<file path="src/rtls_pkg.sv">
// Shared types and constants for the radio transmitter link supervisor.
`default_nettype none

package rtls_pkg;

  // Radio status byte bit positions.
  localparam int unsigned ST_TX_DONE_BIT = 5;
  localparam int unsigned ST_MAX_RT_BIT  = 4;
  localparam int unsigned ST_TX_FULL_BIT = 0;
  localparam logic [7:0]  ST_PIPE_MASK   = 8'h0E;

  // FIFO status byte bit positions.
  localparam int unsigned FF_TX_FULL_BIT  = 5;
  localparam int unsigned FF_TX_EMPTY_BIT = 4;

  // Supervisor state carried from one poll to the next.
  typedef struct packed {
    logic        link_lost;
    logic        payload_pending;
    logic [7:0]  retry_counter;
    logic [15:0] sent_counter;
    logic [15:0] drop_counter;
    logic        link_led_state;
    logic        activity_state;
  } sup_state_t;

  // One poll as captured in the input register.
  typedef struct packed {
    logic [7:0] radio_status;
    logic [7:0] fifo_status;
    logic [7:0] write_status;
    logic [7:0] payload_byte;
  } poll_t;

  // One result beat.
  typedef struct packed {
    logic        issue_write;
    logic        byte_written;
    logic [7:0]  tx_byte;
    logic        clear_tx_done;
    logic        clear_max_retry;
    logic        flush_tx;
    logic        link_up;
    logic        link_led;
    logic        activity_led;
    logic [15:0] sent_total;
    logic [15:0] drop_total;
    logic [7:0]  retries_used;
  } result_t;

endpackage

`default_nettype wire

</file>
<file path="src/rtls_step.sv">
// Combinational next-state and result logic for one status poll.
`default_nettype none

module rtls_step
  import rtls_pkg::*;
(
  input  wire sup_state_t state_cur,
  input  wire poll_t      poll,
  input  wire logic [7:0] retry_limit,
  output sup_state_t      state_next,
  output result_t         result
);

  logic st;

  // Evaluate only the phase that matches the link state at the start of the poll.
  always_comb begin
    st         = 1'b0;
    state_next = state_cur;
    result     = '0;

    if (state_cur.link_lost) begin
      // Link lost: push the byte whenever the FIFO has room.
      if (!poll.fifo_status[FF_TX_FULL_BIT]) begin
        result.issue_write = 1'b1;
        if (!poll.write_status[ST_TX_FULL_BIT]) begin
          result.byte_written       = 1'b1;
          result.tx_byte            = poll.payload_byte;
          state_next.activity_state = ~state_next.activity_state;
        end else begin
          result.clear_max_retry = poll.write_status[ST_MAX_RT_BIT];
          result.flush_tx        = 1'b1;
        end
      end
      if (poll.radio_status[ST_TX_DONE_BIT]) begin
        state_next.link_led_state = 1'b1;
        result.clear_tx_done      = 1'b1;
        state_next.link_lost      = 1'b0;
      end
      if (poll.radio_status[ST_TX_FULL_BIT]) begin
        result.flush_tx = 1'b1;
      end
      if (poll.radio_status[ST_MAX_RT_BIT]) begin
        result.clear_max_retry = 1'b1;
      end
    end else begin
      // Linked: confirm the packet in flight.
      if (poll.radio_status[ST_TX_DONE_BIT] && state_cur.payload_pending) begin
        state_next.sent_counter    = state_cur.sent_counter + 16'd1;
        state_next.link_led_state  = 1'b1;
        result.clear_tx_done       = 1'b1;
        state_next.payload_pending = 1'b0;
      end
      // Issue the next payload when a pipe is flagged, nothing is in flight and the FIFO is empty.
      st = ((poll.radio_status & ST_PIPE_MASK) != 8'h00) && !state_next.payload_pending
           && poll.fifo_status[FF_TX_EMPTY_BIT];
      if (st) begin
        result.issue_write = 1'b1;
        if (!poll.write_status[ST_TX_FULL_BIT]) begin
          result.byte_written       = 1'b1;
          result.tx_byte            = poll.payload_byte;
          state_next.activity_state = ~state_next.activity_state;
        end else begin
          result.clear_max_retry = poll.write_status[ST_MAX_RT_BIT];
          result.flush_tx        = 1'b1;
        end
        state_next.payload_pending = 1'b1;
      end
      // Max-retry failure: retry up to the limit, then flush and drop the link.
      if (poll.radio_status[ST_MAX_RT_BIT]) begin
        state_next.drop_counter   = state_cur.drop_counter + 16'd1;
        state_next.link_led_state = 1'b0;
        if (state_cur.retry_counter < retry_limit) begin
          result.clear_max_retry   = 1'b1;
          state_next.retry_counter = state_cur.retry_counter + 8'd1;
        end else begin
          state_next.retry_counter   = 8'd0;
          result.flush_tx            = 1'b1;
          state_next.payload_pending = 1'b0;
          state_next.link_lost       = 1'b1;
        end
      end
    end

    // Status fields reflect the state after this poll.
    result.link_up      = ~state_next.link_lost;
    result.link_led     = state_next.link_led_state;
    result.activity_led = state_next.activity_state;
    result.sent_total   = state_next.sent_counter;
    result.drop_total   = state_next.drop_counter;
    result.retries_used = state_next.retry_counter;
  end

endmodule

`default_nettype wire

</file>
<file path="src/radio_tx_link_supervisor.sv">
// Top level of the radio transmitter link supervisor.
`default_nettype none

// Takes one radio status poll per beat and returns one result beat per poll.
// A poll is captured in an input register, evaluated against the supervisor
// state in combinational flag and counter logic, and written to an output
// register together with the state update, so one poll per cycle is sustained
// while the result channel does not stall. The retry limit register is
// written through the cfg channel, which is always ready; write it only while
// no poll is in flight. Reset leaves the link lost, all counters at zero and
// the retry limit at 20.
module radio_tx_link_supervisor
  import rtls_pkg::*;
(
  input  wire logic        clk,
  input  wire logic        rst,
  // Poll channel
  input  wire logic        in_valid,
  output logic             in_stall,
  input  wire logic [7:0]  radio_status,
  input  wire logic [7:0]  fifo_status,
  input  wire logic [7:0]  write_status,
  input  wire logic [7:0]  payload_byte,
  // Result channel
  output logic             out_valid,
  input  wire logic        out_stall,
  output logic             issue_write,
  output logic             byte_written,
  output logic [7:0]       tx_byte,
  output logic             clear_tx_done,
  output logic             clear_max_retry,
  output logic             flush_tx,
  output logic             link_up,
  output logic             link_led,
  output logic             activity_led,
  output logic [15:0]      sent_total,
  output logic [15:0]      drop_total,
  output logic [7:0]       retries_used,
  // Configuration channel
  input  wire logic        cfg_valid,
  output logic             cfg_ready,
  input  wire logic [7:0]  cfg_data
);

  localparam logic [7:0] RETRY_RESET = 8'd20;

  logic       retry_limit;
  logic [7:0] retry_limit_q;
  logic       in_q_valid;
  poll_t      poll_q;
  sup_state_t state_q;
  sup_state_t state_next;
  result_t    result_next;
  result_t    result_q;
  logic       out_adv;

  assign retry_limit = cfg_valid && cfg_ready;
  assign cfg_ready   = 1'b1;

  // Retry limit register.
  always_ff @(posedge clk) begin
    if (rst) begin
      retry_limit_q <= RETRY_RESET;
    end else if (retry_limit) begin
      retry_limit_q <= cfg_data;
    end
  end

  // The output register takes a new beat when empty or being drained.
  assign out_adv  = !out_valid || !out_stall;
  assign in_stall = in_q_valid && !out_adv;

  // Input register.
  always_ff @(posedge clk) begin
    if (rst) begin
      in_q_valid <= 1'b0;
    end else if (!in_stall) begin
      in_q_valid <= in_valid;
    end
  end

  always_ff @(posedge clk) begin
    if (!in_stall && in_valid) begin
      poll_q <= '{radio_status: radio_status, fifo_status: fifo_status,
                  write_status: write_status, payload_byte: payload_byte};
    end
  end

  rtls_step u_step (
    .state_cur   (state_q),
    .poll        (poll_q),
    .retry_limit (retry_limit_q),
    .state_next  (state_next),
    .result      (result_next)
  );

  // Supervisor state commits when the poll moves to the output register.
  always_ff @(posedge clk) begin
    if (rst) begin
      state_q <= '{link_lost: 1'b1, payload_pending: 1'b0, retry_counter: 8'd0,
                   sent_counter: 16'd0, drop_counter: 16'd0,
                   link_led_state: 1'b0, activity_state: 1'b0};
    end else if (in_q_valid && out_adv) begin
      state_q <= state_next;
    end
  end

  // Output register.
  always_ff @(posedge clk) begin
    if (rst) begin
      out_valid <= 1'b0;
    end else if (out_adv) begin
      out_valid <= in_q_valid;
    end
  end

  always_ff @(posedge clk) begin
    if (out_adv && in_q_valid) begin
      result_q <= result_next;
    end
  end

  assign issue_write     = result_q.issue_write;
  assign byte_written    = result_q.byte_written;
  assign tx_byte         = result_q.tx_byte;
  assign clear_tx_done   = result_q.clear_tx_done;
  assign clear_max_retry = result_q.clear_max_retry;
  assign flush_tx        = result_q.flush_tx;
  assign link_up         = result_q.link_up;
  assign link_led        = result_q.link_led;
  assign activity_led    = result_q.activity_led;
  assign sent_total      = result_q.sent_total;
  assign drop_total      = result_q.drop_total;
  assign retries_used    = result_q.retries_used;

`ifndef SYNTHESIS
  // A byte is only reported as sent when a write was issued.
  a_written_needs_write: assert property (@(posedge clk) disable iff (rst)
    out_valid && byte_written |-> issue_write)
    else $error("byte_written without issue_write");

  // No byte goes out unless it was actually written.
  a_tx_byte_zero: assert property (@(posedge clk) disable iff (rst)
    out_valid && !byte_written |-> tx_byte == 8'd0)
    else $error("tx_byte nonzero without a written byte");

  // The retry count is cleared whenever the link is down.
  a_retry_clear_when_lost: assert property (@(posedge clk) disable iff (rst)
    out_valid && !link_up |-> retries_used == 8'd0)
    else $error("retry count nonzero while link lost");

  // Supervisor state only moves when a poll is passed to the output register.
  a_state_holds: assert property (@(posedge clk) disable iff (rst)
    !(in_q_valid && out_adv) |=> $stable(state_q))
    else $error("state changed without a poll");
`endif

endmodule

`default_nettype wire

</file>
<file path="config.mk">
export PLATFORM = sky130hd
export DESIGN_NAME = radio_tx_link_supervisor
export DESIGN_NICKNAME = d
export VERILOG_FILES = /design/src/rtls_pkg.sv /design/src/rtls_step.sv /design/src/radio_tx_link_supervisor.sv
export SDC_FILE = /design/constraint.sdc
export NUM_CORES = 1
export LEC_CHECK = 0
export ABC_CLOCK_PERIOD_IN_PS = 4440
export BUFFER_PORTS_ARGS = -buffer_cell sky130_fd_sc_hd__clkbuf_2
export CAP_MARGIN = 20
export CORE_ASPECT_RATIO = 0.5
export CORE_MARGIN = 5
export CORE_UTILIZATION = 55
export DETAILED_ROUTE_END_ITERATION = 8
export PLACE_DENSITY = 0.79
export SLEW_MARGIN = 10
export SYNTH_ARGS = -nofsm -noshare
export SYNTH_HDL_FRONTEND = slang
export SYNTH_SLANG_ARGS = --single-unit
</file>
<file path="constraint.sdc">
create_clock -name clk -period 4.44 [get_ports clk]
set_input_delay 0.444 -clock clk [delete_from_list [all_inputs] [get_ports clk]]
set_output_delay 0.444 -clock clk [all_outputs]
set_load 0.005 [all_outputs]
</file>
# --- Word level (Yosys, flattened, before mapping) ---
# Cells that the tools add are included.
word_totals:
  out_inout_bits: 59
  regBits: 135
  elab_cells: 78
  in_bits: 45
op_classes:
  n_reduce_logical: 14
  bitwise_logic: 3
  mux: 31
  add_sub_neg: 3
  order_cmp: 1
op_table:
  columns: ["operator", "count"]
  rows:
  - ["40-bit 2-to-1 mux", 1]
  - ["16-bit by 1-bit adder with 16-bit output, second input constant", 2]
  - ["10-bit 2-to-1 mux", 3]
  - ["17-bit 2-to-1 mux", 1]
  - ["1-bit 2-to-1 mux", 16]
  - ["16-bit 2-to-1 mux", 1]
  - ["13-bit 2-to-1 mux", 1]
  - ["2-bit 2-to-1 mux", 6]
  - ["9-bit 2-to-1 mux", 1]
  - ["8-bit by 1-bit adder with 8-bit output, second input constant", 1]
  - ["8-bit less-than comparator", 1]
  - ["8-bit 2-to-1 mux", 1]
  - ["8-bit nonzero test", 1]
  - ["1-bit logical AND", 6]
  - ["1-bit logical NOT", 5]
  - ["1-bit NOT", 3]
  - ["2-bit AND reduction", 1]
  - ["1-bit logical OR", 1]

# --- Depth between registers and ports, before layout ---
logic_depth:
  depth_word: 11
  ltp_mapped: 8
  mapped_depth_nobuf: 7

# --- Cells and area by module ---
# From an unflattened synthesis, not the netlist that was laid out.
unflattened:
  cells_unflattened: 536
  area_unflattened_um2: 6486.2
by_module_without_submodules:
  columns: ["module", "n_inst", "cells_per_inst", "area_each_um2"]
  rows:
  - ["radio_tx_link_supervisor", 1, 316, 5017.3]
  - ["rtls_step", 1, 220, 1468.9]

# --- Least setup slack after synthesis ---
# No wires, ideal clock.
synth_timing:
  path_type: "input -> register"
  from: "input out_stall"
  to: "register state_q[5] (netlist bit)"
  cell_stages: 6
  path_buffers: 1
  setup_slack_ns: 1.374
  setup_ns: 0.128
  required_time_ns: 4.312
  arrival_time_ns: 2.938
  cell_sequence: "a21bo_1 inv_1 clkbuf_1 nand2_1 xor2_1 nor2_1"
synth_between:
  elab_chain_len: 3
synth_rtl:
  columns: ["item", "line", "source"]
  rows:
  - ["start: declaration", "radio_tx_link_supervisor.sv:26", "input wire logic out_stall,"]
  - ["1-bit logical NOT", "radio_tx_link_supervisor.sv:70", "assign out_adv = !out_valid || !out_stall;"]
  - ["1-bit logical OR", "radio_tx_link_supervisor.sv:70", null]
  - ["1-bit logical AND", "radio_tx_link_supervisor.sv:103", "end else if (in_q_valid && out_adv) begin"]
  - ["end signal: assignment", "radio_tx_link_supervisor.sv:100", "state_q <= '{link_lost: 1'b1, payload_pending: 1'b0, retry_counter: 8'd0,"]
  - ["end signal: assignment", "radio_tx_link_supervisor.sv:104", "state_q <= state_next;"]
  - ["end: declaration", "radio_tx_link_supervisor.sv:51", "sup_state_t state_q;"]
# Every way passes these cells.
# A chain may end at the register's enable or synchronous reset.

==> flow_summary.json <==
{
  "final_common_cell": "clkbuf_2",
  "cpMaxStageDelayCell": "nand2b_1",
  "track_usage": 0.183,
  "status": "finished clean",
  "ir_drop_mv": 0.280,
  "numCtsBuffers": 17,
  "synth-compound-area-share": 0.0530,
  "drtIter0Drc": 303,
  "synthArstFlopShare": 0,
  "grt_overflow": 0,
  "cap_violations": 0,
  "synth_adder_area_share": 0.0225,
  "nets": 638,
  "fin_crit_sh": 0.508,
  "synth_mux_area_frac": 0.0128,
  "internal-power_uw": 2130,
  "yosys.area_share.simple": 0.188,
  "synth_area_mm2": 0.00555,
  "cts_tree": "yes",
  "comb_power_share": 0.045,
  "dieHeight_um": 81.1,
  "grt_use_met2": 0.293,
  "ctsLongestPathBuffers": 2,
  "synth_xor_area_frac": 0.0978,
  "vias": 3782,
  "num_io_pins": 104,
  "grt_pass1_wl_um": 17800,
  "avgSynthCellArea_um2": 11.2,
  "powerDensity_mw_per_mm2": 413,
  "drcViolationCount": 0,
  "synth_enable_flop_cells": 74,
  "rsz0062_at_grt": "false",
  "ctsHtreeMaxLevel": 4,
  "grt_pass1_vias": 3646,
  "syn_to_final_growth_pct": 19.9,
  "final-seq-area_mm2": 0.00330,
  "multiInputGateArea_mm2": 0.00208,
  "portBuffers": 88,
  "final_cells": 731,
  "worst-path-buf-inv": 0,
  "die_width_um": 152,
  "via_per_inst": 5.17,
  "clkSlewWorstSetupHoldPaths_ns": 0.06,
  "p_seq_frac": 0.479,
  "min_period_ns": 2.25,
  "holdWs_ns": 0.203,
  "grtUsageMet3": 0.0708,
  "hold_buffers": 0,
  "cts.sinks": 128,
  "post_cts_buffers": 0,
  "finalWirelength_um": 10500,
  "tns_ns": 0,
  "cts_resized": 0,
  "critPathRequiredTime_ns": 4.59,
  "wl_per_cell_um": 14.3,
  "p_sw_uw": 624,
  "yosysTopAreaCellShare": 0.400,
  "grt_start_max_net_pins": 38,
  "cellLeakagePower_uw": 0.00261,
  "ys_warn_count": 0,
  "hpwlAfterDp_um": 6910,
  "synth_top_area_cell": "edfxtp_1",
  "arrival_ns": 2.40,
  "syn_inst": 496,
  "gp_congestion": 0.775,
  "syn_nets": 551,
  "crit_fanout": 17,
  "finalSetupViolCount": 0,
  "max_slew_margin": 0.367,
  "critical_path_class": "reg2reg",
  "cts_root_buf": "clkbuf_16",
  "ys_types": 50,
  "core_area_mm2": 0.00963,
  "yosysSeqAreaShare": 0.595,
  "switching_share": 0.227,
  "critPathLaunchType": "flip-flop",
  "dp_cells": 698,
  "hp-class": "in2reg",
  "yosys_most_used_dff": "edfxtp_1",
  "gr-usage-met1": 0.227,
  "dr.pass1.iters": 4,
  "most-common-layout-cells": "88 x clkbuf_2, 74 x edfxtp_1, 67 x nor2_1",
  "start_util": 0.576,
  "n_antenna_cell": 0,
  "critical_path.max_stage_delay_ns": 0.55,
  "tightest_slew_ns": 0.946,
  "busiest_layer": "met2",
  "path_cells": "nand2b_1, nor4_2, and3_1, xnor2_1, nor2_1",
  "clk_latency_ns": 0.41,
  "antenna_found_initial": 0,
  "synth_top_family_by_area": "simple AND/OR/NAND/NOR gates",
  "ant_nets": 0,
  "die-area_mm2": 0.0123,
  "finalHoldViolations": 0,
  "synth_seq_cells": 128,
  "clock_power_share": 0.476,
  "fill_cells": 749,
  "drive_gt1_frac": 0.232,
  "rows": 25,
  "cp_top_family": "simple AND/OR/NAND/NOR gates",
  "drv_slew": 0,
  "finClkSkew_ns": 0.00727,
  "power_uw": 2750,
  "end_kind": "flip-flop",
  "ys_top_cells_by_area": "edfxtp_1 40%, dfxtp_1 19%, xnor2_1 5.4%",
  "max_freq_mhz": 444
}
==> worst register-to-register path: stages (launching register included) <==
cell      delay (ns)
dfxtp_1         0.44
nand2b_1        0.55
nor4_2          0.52
and3_1          0.29
xnor2_1         0.13
nor2_1          0.05
==> final cells by class <==
type                    instances  share of cell area
flip-flops and latches        128               0.496
multi-input cells             328               0.313
repair buffers                 93              0.0729
clock buffers                  17              0.0639
well taps                     135              0.0254
clock inverters                15              0.0203
inverters                      15             0.00846
==> synthesized netlist by cell type (all sizes together) (5+ instances only) <==
master and instances:
nand2 45, nor2b 5, nand3 17, buf 13
inv 15, ha 10, mux2i 6, nor2 68
nor3 17, dfxtp 54, o21ai 5, o22ai 5
nand4 14, and2 16, xor2 28, a21oi 14
edfxtp 74, nor4 6, xnor2 34, clkbuf 12
==> power groups by stage <==
| stage | Sequential [uW] | Clock (uW) | Combinational, uW |
|---|---|---|---|
| after floorplan | 1340 | 0 | 65.4 |
| after CTS | 1320 | 1330 | 124 |
| after global placement | 1340 | 0 | 120 |
| after global routing | 1320 | 1410 | 139 |
| after detailed placement | 1340 | 0 | 123 |
| final | 1320 | 1310 | 123 |
==> sequential cells by signal, summed over array words and instances (netlist names), 8 cells and up <==
| signal | cells |
|---|---|
| poll_q | 18 |
| sent_total | 16 |
| retries_used | 8 |
| retry_limit_q | 8 |
| tx_byte | 8 |
| drop_total | 16 |
| state_q | 44 |
==> cell families (layout without fill, tap and decap cells) <==
group | count (synthesis) | after routing
AND/OR/NAND/NOR | 206 | 206
multiplexers | 7 | 7
adder cells (fa/ha/maj) | 10 | 10
buffers and inverters | 40 | 140
flip-flops | 128 | 128
other | 1 | 1
AO/OA/AOI/OAI | 42 | 42
XOR/XNOR | 62 | 62
==> layer usage <==
metal  up-vias  routed length [um]
met5         -                   0
met4         0                 101
met3         8                 796
met2       108                4950
met1      1763                4620
li1       1903                   -
==> through the flow <==
| step | instance area, um^2 | util | setup slack (ns) |
|---|---|---|---|
| floorplan | 5550 | - | 1.37 |
| global placement | 6080 | 0.631 | 1.76 |
| detailed placement | 6080 | 0.631 | 1.72 |
| CTS | 6640 | 0.689 | 1.85 |
| global route | 6660 | 0.691 | 2.01 |
| finish | 6660 | 0.691 | 2.19 |
==> worst paths after layout <==
path	start	to	slack, ns	cells after the start
hold reg to reg	state_q[1]	state_q[1]	0.46	2
setup / recovery	state_q[43]	retries_used[7]	2.19	5
hold / removal	payload_byte[3]	poll_q[3]	0.20	1
setup reg to reg	state_q[43]	retries_used[7]	2.19	5
(Power assumes the default switching activity.)
